## src/design/maxsc_pkg.sv

```systemverilog
package maxsc_pkg;

    localparam int GRID_SIZE_DEF   = 16;
    localparam int FIELD_WIDTH_DEF = 32;

    // item kinds
    localparam logic [1:0] KIND_WRITE = 2'd0;
    localparam logic [1:0] KIND_STEP  = 2'd1;
    localparam logic [1:0] KIND_READ  = 2'd2;
    localparam logic [1:0] KIND_NONE  = 2'd3;

    // configuration register indexes
    localparam logic [1:0] CFG_TIME_STEP = 2'd0;
    localparam logic [1:0] CFG_INV_X     = 2'd1;
    localparam logic [1:0] CFG_INV_Y     = 2'd2;
    localparam logic [1:0] CFG_INV_Z     = 2'd3;

    localparam logic [31:0] TIME_STEP_RST = 32'd2147484;
    localparam logic [31:0] INV_CELL_RST  = 32'd8388608;

    // rounding shifts: curl term, half-step update, full-step update
    localparam logic [4:0] SH_TERM = 5'd17;
    localparam logic [4:0] SH_HALF = 5'd31;
    localparam logic [4:0] SH_FULL = 5'd30;

    // datapath operations
    localparam logic [3:0] OP_NOP    = 4'd0;
    localparam logic [3:0] OP_CLEAR  = 4'd1;
    localparam logic [3:0] OP_LOAD   = 4'd2;
    localparam logic [3:0] OP_WRITE  = 4'd3;
    localparam logic [3:0] OP_READ   = 4'd4;
    localparam logic [3:0] OP_RES    = 4'd5;
    localparam logic [3:0] OP_NB_RD  = 4'd6;
    localparam logic [3:0] OP_TERM   = 4'd7;
    localparam logic [3:0] OP_CURL   = 4'd8;
    localparam logic [3:0] OP_UPD    = 4'd9;
    localparam logic [3:0] OP_DST_WR = 4'd10;
    localparam logic [3:0] OP_OUT    = 4'd11;

    // read slot holding the point itself (slots below are the six neighbors)
    localparam logic [2:0] SEL_CENTER = 3'd6;

    typedef struct packed {
        logic [1:0]         kind;
        logic [3:0]         pos_x;
        logic [3:0]         pos_y;
        logic [3:0]         pos_z;
        logic signed [31:0] in_e_x;
        logic signed [31:0] in_e_y;
        logic signed [31:0] in_e_z;
        logic signed [31:0] in_b_x;
        logic signed [31:0] in_b_y;
        logic signed [31:0] in_b_z;
    } in_word_t;

    typedef struct packed {
        logic [1:0]         done_kind;
        logic signed [31:0] out_e_x;
        logic signed [31:0] out_e_y;
        logic signed [31:0] out_e_z;
        logic signed [31:0] out_b_x;
        logic signed [31:0] out_b_y;
        logic signed [31:0] out_b_z;
    } out_word_t;

    typedef struct packed {
        logic [3:0] op;
        logic [2:0] sel;
        logic [1:0] sweep;
        logic       pt_inc;
    } dp_cmd_t;

    typedef struct packed {
        logic mul_done;
        logic pt_last;
    } dp_status_t;

endpackage

```

## src/design/maxsc_ctrl.sv

```systemverilog
module maxsc_ctrl
    import maxsc_pkg::*;
(
    input  logic       clk,
    input  logic       rst_n,
    input  logic       in_valid,
    input  logic [1:0] in_kind,
    output logic       in_stall,
    output logic       out_valid,
    input  logic       out_stall,
    output dp_cmd_t    cmd,
    input  dp_status_t status
);

    localparam logic [3:0] ST_CLEAR = 4'd0;
    localparam logic [3:0] ST_IDLE  = 4'd1;
    localparam logic [3:0] ST_WRPT  = 4'd2;
    localparam logic [3:0] ST_RDPT  = 4'd3;
    localparam logic [3:0] ST_NB    = 4'd4;
    localparam logic [3:0] ST_NBW   = 4'd5;
    localparam logic [3:0] ST_TERM  = 4'd6;
    localparam logic [3:0] ST_TWAIT = 4'd7;
    localparam logic [3:0] ST_CURL  = 4'd8;
    localparam logic [3:0] ST_UPD   = 4'd9;
    localparam logic [3:0] ST_UWAIT = 4'd10;
    localparam logic [3:0] ST_DWR   = 4'd11;
    localparam logic [3:0] ST_RES   = 4'd12;
    localparam logic [3:0] ST_OUT   = 4'd13;

    logic [3:0] state_reg, state_next;
    logic [2:0] sub_reg, sub_next;
    logic [1:0] sweep_reg, sweep_next;
    logic       ov_reg, ov_next;

    always_ff @(posedge clk or negedge rst_n) begin
        if (!rst_n) begin
            state_reg <= ST_CLEAR;
            sub_reg   <= '0;
            sweep_reg <= '0;
            ov_reg    <= 1'b0;
        end else begin
            state_reg <= state_next;
            sub_reg   <= sub_next;
            sweep_reg <= sweep_next;
            ov_reg    <= ov_next;
        end
    end

    always_comb begin
        state_next = state_reg;
        sub_next   = sub_reg;
        sweep_next = sweep_reg;
        ov_next    = ov_reg && out_stall;
        cmd        = '0;
        cmd.sel    = sub_reg;
        cmd.sweep  = sweep_reg;
        unique case (state_reg)
            ST_CLEAR: begin
                cmd.op     = OP_CLEAR;
                cmd.pt_inc = 1'b1;
                if (status.pt_last) state_next = ST_IDLE;
            end
            ST_IDLE: begin
                if (in_valid) begin
                    cmd.op = OP_LOAD;
                    unique case (in_kind)
                        KIND_WRITE: state_next = ST_WRPT;
                        KIND_READ:  state_next = ST_RDPT;
                        KIND_STEP:  state_next = ST_NB;
                        default:    state_next = ST_RES;
                    endcase
                end
            end
            ST_WRPT: begin
                cmd.op     = OP_WRITE;
                state_next = ST_RES;
            end
            ST_RDPT: begin
                cmd.op     = OP_READ;
                state_next = ST_RES;
            end
            ST_NB: begin
                cmd.op = OP_NB_RD;
                if (sub_reg == SEL_CENTER) begin
                    sub_next   = '0;
                    state_next = ST_NBW;
                end else begin
                    sub_next = sub_reg + 3'd1;
                end
            end
            ST_NBW: state_next = ST_TERM;
            ST_TERM: begin
                cmd.op     = OP_TERM;
                state_next = ST_TWAIT;
            end
            ST_TWAIT: begin
                if (status.mul_done) begin
                    if (sub_reg == 3'd5) begin
                        sub_next   = '0;
                        state_next = ST_CURL;
                    end else begin
                        sub_next   = sub_reg + 3'd1;
                        state_next = ST_TERM;
                    end
                end
            end
            ST_CURL: begin
                cmd.op     = OP_CURL;
                state_next = ST_UPD;
            end
            ST_UPD: begin
                cmd.op     = OP_UPD;
                state_next = ST_UWAIT;
            end
            ST_UWAIT: begin
                if (status.mul_done) begin
                    if (sub_reg == 3'd2) begin
                        sub_next   = '0;
                        state_next = ST_DWR;
                    end else begin
                        sub_next   = sub_reg + 3'd1;
                        state_next = ST_UPD;
                    end
                end
            end
            ST_DWR: begin
                cmd.op     = OP_DST_WR;
                cmd.pt_inc = 1'b1;
                state_next = ST_NB;
                if (status.pt_last) begin
                    if (sweep_reg == 2'd2) begin
                        sweep_next = '0;
                        state_next = ST_RES;
                    end else begin
                        sweep_next = sweep_reg + 2'd1;
                    end
                end
            end
            ST_RES: begin
                cmd.op     = OP_RES;
                state_next = ST_OUT;
            end
            ST_OUT: begin
                if (!ov_reg || !out_stall) begin
                    cmd.op     = OP_OUT;
                    ov_next    = 1'b1;
                    state_next = ST_IDLE;
                end
            end
            default: state_next = ST_CLEAR;
        endcase
    end

    assign in_stall  = (state_reg != ST_IDLE);
    assign out_valid = ov_reg;

endmodule

```

## config.mk

```make
export PLATFORM = sky130hd
export DESIGN_NAME = maxsc_ctrl
export DESIGN_NICKNAME = d
export VERILOG_FILES = /design/src/design/maxsc_pkg.sv /design/src/design/maxsc_ctrl.sv
export SDC_FILE = /design/constraint.sdc
export NUM_CORES = 1
export LEC_CHECK = 0
export BUFFER_PORTS_ARGS = -buffer_cell sky130_fd_sc_hd__clkbuf_2
export CAP_MARGIN = 20
export CORE_UTILIZATION = 48
export CTS_BUF_LIST = sky130_fd_sc_hd__clkbuf_16
export DETAILED_ROUTE_END_ITERATION = 10
export GPL_ROUTABILITY_DRIVEN = 0
export PLACE_DENSITY = 0.74
export SLEW_MARGIN = 20
export SYNTH_ARGS = -nofsm -noshare
export SYNTH_HDL_FRONTEND = slang
export SYNTH_SLANG_ARGS = --single-unit
```

## constraint.sdc

```tcl
create_clock -name clk -period 1.6 [get_ports clk]
set_input_delay 0.32 -clock clk [delete_from_list [all_inputs] [get_ports clk]]
set_output_delay 0.32 -clock clk [all_outputs]
set_load 0.03 [all_outputs]
```

==> results of run 1 <==
==> power by group through the flow <==
stage | clock (mW) | combinational [mW] | sequential (mW)
3_5_place_dp | 0 | 2.32 | 0.501
4_1_cts | 0.462 | 2.62 | 0.497
6_report | 0.468 | 2.85 | 0.505
5_1_grt | 0.487 | 3.02 | 0.523
2_1_floorplan | 0 | 1.44 | 0.578
3_3_place_gp | 0 | 2.29 | 0.493
==> metrics by stage <==
| stage | cell area (µm²) | total power [mW] | instances |
|---|---|---|---|
| 2_1_floorplan | 1010 | 2.02 | 121 |
| 3_3_place_gp | 1320 | 2.78 | 189 |
| 3_5_place_dp | 1320 | 2.82 | 189 |
| 4_1_cts | 1510 | 3.58 | 197 |
| 5_1_grt | 1550 | 4.03 | 197 |
| 6_report | 1550 | 3.82 | 197 |
==> cells in the mapped netlist (all sizes together), types with 3 or more instances <==
| library cell | number |
|---|---|
| nand2b | 3 |
| dfrtp | 10 |
| o21ai | 8 |
| a31oi | 3 |
| nand3 | 7 |
| nor2b | 3 |
| nand2 | 10 |
| o31ai | 4 |
| inv | 6 |
| a21oi | 5 |
| buf | 10 |
| or3 | 3 |
| nor2 | 9 |
| mux2i | 3 |
==> worst max-delay path: stages, from the launching register on <==
cell and delay, ps:
dfrtp_1 370, nand2b_4 160, a21oi_2 40, o21a_1 180, a221o_2 360, buf_8 150
==> logic make-up (layout without fill, tap and decap cells) <==
| family | count (synthesis) | after routing | share of synthesized area, % |
|---|---|---|---|
| mux | 5 | 5 | 5.71 |
| buf+inv | 16 | 65 | 9.39 |
| flops | 10 | 10 | 25.4 |
| compound gates | 42 | 42 | 31.5 |
| simple gates | 48 | 48 | 28.0 |
==> routing by layer <==
layer  vias to the layer above  global-route usage [%]  part of all wire, %
met5                         -                       0                    0
met4                         0                    14.9                  2.0
met3                         6                    6.15                  8.0
met2                        76                    51.0                   47
met1                       605                    48.5                   43
li1                        558                       -                    -
==> cell type report <==
cell class                 count  share of cell area (%)
timing repair buffer          55                    27.8
multi-input combinational     95                    47.0
clock inverter                 1                   0.242
clock buffer                   3                    4.84
inverter                       6                    1.45
tap                           27                    2.18
sequential                    10                    16.5
==> timing repair <==
action | in CTS | in global routing
hold buffers | 1 | 0
endpoints found under the hold margin | 10 | 0
endpoints found under the setup margin | 13 | 15
pin swaps | 3 | 0
buffers inserted | 3 | 0
resized for setup | 21 | 13
==> how the worst min path moves through the flow <==
stage                          from            to  cells after the start
after global routing      out_stall     out_valid                      3
after floorplan               rst_n     out_valid                      0
final                     out_stall     out_valid                      3
after global placement        rst_n  state_reg[2]                      1
after CTS                 out_stall     out_valid                      3
after detailed placement      rst_n  state_reg[2]                      1
==> run summary, run 1 <==
TritonCTS buffer count - 3
CP startpoint - state_reg[1]
Global Route Usage Sum - 34.4%
ANT cells - 0
Worst EP required - 1280 ps
Async set-reset flop share out of synthesis - 100%
Multi-input logic area - 729 µm²
Status - finished with violations
Syn nets - 129
Cells after Synth - 121
Synthesis-to-finish area growth - 57.4%
Iter 0 DRT Violations - 67
Antenna violations before repair - 0
Clock network fraction of total power - 12.2%
R2r setup slk - -100 ps
Min-Delay Path Class - primary input to register
Layout Utilization - 79.9%
Ys Warns - 0
Sw power - 1.77 mW
Top cell type's share of synthesized area - 25.4%
Clock Sinks - 10
Min Tclk post-route - 1830 ps
H-tree Lvls - 1
Worst r2r dst - state_reg[2]
CP max FO - 3
Peak supply drop - 0.00191 V
Endpoints failing setup - 12
Switch share - 46.2%
Yosys top cell by area - dfrtp_1
First-pass GRT wire length - 5310 µm
Die Wd - 47.3 µm
Fmax - 547 MHz
Worst R2R Start - state_reg[1]
Crit path DAT - 1510 ps
Most area-consuming cells after synthesis - dfrtp_1, nand2_1, o21ai_0, nor2_1, buf_6
Wire per inst - 17.6 µm
Startpoint Class - register
Least-Margin Pin Slew - 302 ps
Clk slew on worst S/H paths - 40 ps
Root buffer cell - clkbuf_16
Library cells used by synthesis - 49
Synthesized area - 986 µm²
Register area share after synthesis - 25.4%
Vias - 1245
Vias in the first global route - 1111
CP endpoint - cmd[7]
Share of layout cells above drive strength 1 - 52.4%
Grt ovf - 0
Number of synthesized flops with an enable pin - 0
Most frequent cells in the layout - buf_4, clkbuf_2, nor2_1, nand2_1
Reg power frac - 13.2%
R2R depth - 6
Core area - 0.00194 mm²
Final nets - 179
DIE AREA - 0.00224 mm²
Max clock buf depth - 2
#FFs+latches synth - 10
RSZ-0062 raised after global routing - yes
Fin. Hold Viols - 0
Die Y - 47.3 µm
Leak - 0.696 nW
Final Hold Slack - 401 ps
Average cell area after synthesis - 8.15 µm²
Final Max Slew Viols - 0
Comb power frac - 74.5%
Final Cycle Share - 114%
Ys flop type - dfrtp_1
Placement Rows - 16
Via-to-Cell Ratio - 6.32
Drc violations - 0
Initial Util - 50.8%
Largest net degree at the start of global routing - 15
Kind of critical path - register to output pin
Max FFs per register - 4
Pre-CTS setup slack - -79.7 ps
CTS tree - built
Worst setup margin - -229 ps
Relative slew slack - 79.7%
CP endpoint kind - output pin
Commonest non-fill, non-tap cell in the layout - buf_4
Internal Power - 2.06 mW
IO Pins - 20
Dpl hpwl - 2260 µm
DRT Pass-1 Iters - 4
Fillers - 109
Number of port buffers - 19
Worst-Skew Late Latency - 240 ps
PwrDens - 2460 mW/mm²
Setup TNS - -1370 ps
Max-cap violations - 0
Final WL - 3470 µm
Failing checks - negative setup slack
ANT nets after route - 0
Register Area - 255 µm²
Final Skew - 4.27 ps
Note: power is estimated with default switching activity, not from simulation.
==> inputs of run 2 (changes only) <==
--- a/config.mk
+++ b/config.mk
@@ -5,9 +5,10 @@
 export SDC_FILE = /design/constraint.sdc
 export NUM_CORES = 1
 export LEC_CHECK = 0
+export ABC_AREA = 1
 export BUFFER_PORTS_ARGS = -buffer_cell sky130_fd_sc_hd__clkbuf_2
 export CAP_MARGIN = 20
-export CORE_UTILIZATION = 48
+export CORE_UTILIZATION = 47
 export CTS_BUF_LIST = sky130_fd_sc_hd__clkbuf_16
 export DETAILED_ROUTE_END_ITERATION = 10
 export GPL_ROUTABILITY_DRIVEN = 0
==> run summary, run 2 <==
Status - finished with violations
Failing checks - negative setup slack
Final cell count without fillers - 218 (+11%)
IO Pins - 20 (unchanged)
Antenna violations before repair - 0 (unchanged)
First-pass GRT wire length - 4370 µm (-18%)
Vias in the first global route - 1021 (-8.1%)
Iter 0 DRT Violations - 44 (-34%)
Via-to-Cell Ratio - 5.36 (-15%)
#FFs+latches synth - 10 (unchanged)
Vias - 1169 (-6.1%)
Fmax - 575 MHz (+5.2%)
Crit-path max cell delay - 470 ps (+100 ps)
Relative slew slack - 82.4% (+2.7 points)
Final WL - 2880 µm (-17%)
Global Route Usage Sum - 28.9% (-5.5 points)
CP bufs+invs - 2 (+1)
PwrDens - 2410 mW/mm² (-2.4%)
List of most frequent post-synthesis cells - nand2_1, nand3_1, inv_1
Number of synthesized flops with an enable pin - 0 (unchanged)
H-tree Lvls - 1 (unchanged)
Slowest CP cell - dfrtp_2
Root buffer cell - clkbuf_16
Wire per inst - 13.2 µm (-25%)
Worst EP required - 1280 ps (about the same)
Most frequent cells in the layout - nand2_1, nand3_1, buf_4
Synthesized area - 890 µm² (-9.8%)
Min-Delay Path Class - primary input to register
Kind of critical path - register to output pin
Library cells used by synthesis - 21 (-57%)
Final Cycle Share - 109% (-5.7 points)
Register area share after synthesis - 28.1% (+2.7 points)
Commonest non-fill, non-tap cell in the layout - nand2_1
Pre-CTS setup slack - 10.1 ps (+89.8 ps)
Peak supply drop - 0.00134 V (-30%)
Synthesis-to-finish area growth - 52.6%
Endpoints failing setup - 5 (-7)
Number of port buffers - 19 (unchanged)
Average cell area after synthesis - 5.74 µm² (-30%)
Fin. Hold Viols - 0 (unchanged)
Family with the most delay on the worst path - flip-flops
Max-cap violations - 0 (unchanged)
Final nets - 202 (+13%)
Max FFs per register - 4 (unchanged)
Max clock buf depth - 2 (unchanged)
Worst setup margin - -138 ps (+91.0 ps)
CP max FO - 7 (+4)
Largest net degree at the start of global routing - 11 (-4)
Async set-reset flop share out of synthesis - 100% (unchanged)
Final Cell Area - 0.00136 mm² (-13%)
Clk slew on worst S/H paths - 40 ps (about the same)
CP endpoint kind - output pin
Initial Util - 51.0% (+0.19 points)
Die Y - 45.5 µm (-3.8%)
Cells after Synth - 155 (+28%)
Placed Area - 0.00107 mm² (-19%)
Clock Sinks - 10 (unchanged)
Worst-Skew Late Latency - 230 ps (about the same)
Die Wd - 45.5 µm (-3.8%)
Dpl hpwl - 1870 µm (-17%)
Min Tclk post-route - 1740 ps (-91.0 ps)
DRT Pass-1 Iters - 5 (+1)
Most area-consuming cells after synthesis - dfrtp_1, nand2_1, nand3_1, inv_1, nor2_1
Least-Margin Pin Slew - 262 ps (-39.9 ps)
Most common cell in the netlist - nand2_1
Core area - 0.00175 mm² (-10%)
Cell Chain, Critical Path - inv_2 -> nand2_2 -> nor2_2 -> a21oi_1 -> nand3_1 -> clkbuf_4
DIE AREA - 0.00207 mm² (-7.5%)
Leak - 0.767 nW (+10%)
ANT nets after route - 0 (unchanged)
CTS tree - built
ANT cells - 0 (unchanged)
Inst Count DP - 204 (+7.9%)
RSZ-0062 raised after global routing - yes
Final Skew - 2.52 ps (-1.74 ps)
Grt ovf - 0 (unchanged)
Ys Warns - 0 (unchanged)
Ys flop type - dfrtp_1
Final Max Slew Viols - 0 (unchanged)
Placement Rows - 15 (-1)
Share of layout cells above drive strength 1 - 38.3% (-14 points)
Syn nets - 163 (+26%)
Yosys top cell by area - dfrtp_1
Drc violations - 0 (unchanged)
Crit path DAT - 1420 ps (-90 ps)
Top cell type's share of synthesized area - 28.1% (+2.7 points)
TritonCTS buffer count - 3 (unchanged)
Startpoint Class - register
-- run 2: cell types whose count changed in the layout (fill, tap and decap cells not counted), moves of 3 or more --
cell     previous run  this run
a31oi_1             3         0
buf_4              34        14
inv_1               5        12
inv_2               2         6
nand2_2             2         6
nand2_1             8        57
nor2_2              1         4
nor2_4              0         6
nand3_1             6        23
-- run 2: repair_timing --
| action | CTS | global route |
|---|---|---|
| setup buffers | 7 | 3 |
| resized for setup | 31 | 16 |
| pin swaps | 6 | 6 |
| endpoints found under the setup margin | 6 | 9 |
| hold buffers | 1 | 0 |
| hold endpoints to repair | 10 | 0 |
-- run 2: through the flow --
stage / power, mW / util, % / hold WS (ps) / setup TNS (ps)
finish: 3.26 / 77.8 / 368 / -538
global route: 3.48 / 77.8 / 372 / -827
CTS: 3.05 / 73.8 / 347 / -335
detailed placement: 2.25 / 61.3 / 197 / 0
global placement: 2.23 / 61.3 / 192 / -7.78
floorplan: 1.77 / - / 24.4 / -26.0
-- run 2: final cells by class --
cell class	count	area (µm²)
clock buffer	3	75.1
clock inverter	1	3.75
fill	129	388
inverter	21	83.8
multi-input combinational	122	638
sequential	10	255
tap	25	31.3
timing repair buffer	36	270
-- run 2: cells by family (layout without fill, tap and decap cells) --
family	count (synthesis)	count (layout)	synth area share, %
XOR/XNOR	1	1	0.985
AND/OR/NAND/NOR	107	107	51.5
flip-flops	10	10	28.1
buffers and inverters	23	61	9.84
AO/OA/AOI/OAI	14	14	9.56
-- run 2: report_power, final --
| part | switching, mW | internal (mW) | leakage [nW] | total (mW) |
|---|---|---|---|---|
| clock network | 0.106 | 0.327 | 0.0385 | 0.432 |
| registers | 0.206 | 0.378 | 0.118 | 0.584 |
| logic | 1.36 | 0.889 | 0.611 | 2.25 |
| total | 1.67 | 1.59 | 0.767 | 3.26 |
-- run 2: per-layer routing --
metal  global-route usage (%)  part of all wire [%]  vias to the layer above
li1                         -                     -                      564
met1                     37.9                    41                      535
met2                     50.6                    49                       60
met3                     1.98                   7.0                       10
met4                     7.88                   2.5                        0
met5                        0                     0                        -
-- run 2: tightest hold or removal path, stage by stage --
cell and delay, ps:
clkbuf_2 80, nand2_1 70, nand2_1 80
-- run 2: final timing paths --
kind,startpoint,slack (ps),cells after the start,to
worst max register to register,state_reg[1],100,9,sub_reg[2]
min in group asynchronous,rst_n,500,2,state_reg[1]
max in group asynchronous,rst_n,880,2,state_reg[2]
worst min-delay path,out_stall,370,3,out_valid
worst max-delay path,state_reg[3],-140,6,cmd[8]
worst min register to register,out_valid,550,2,out_valid
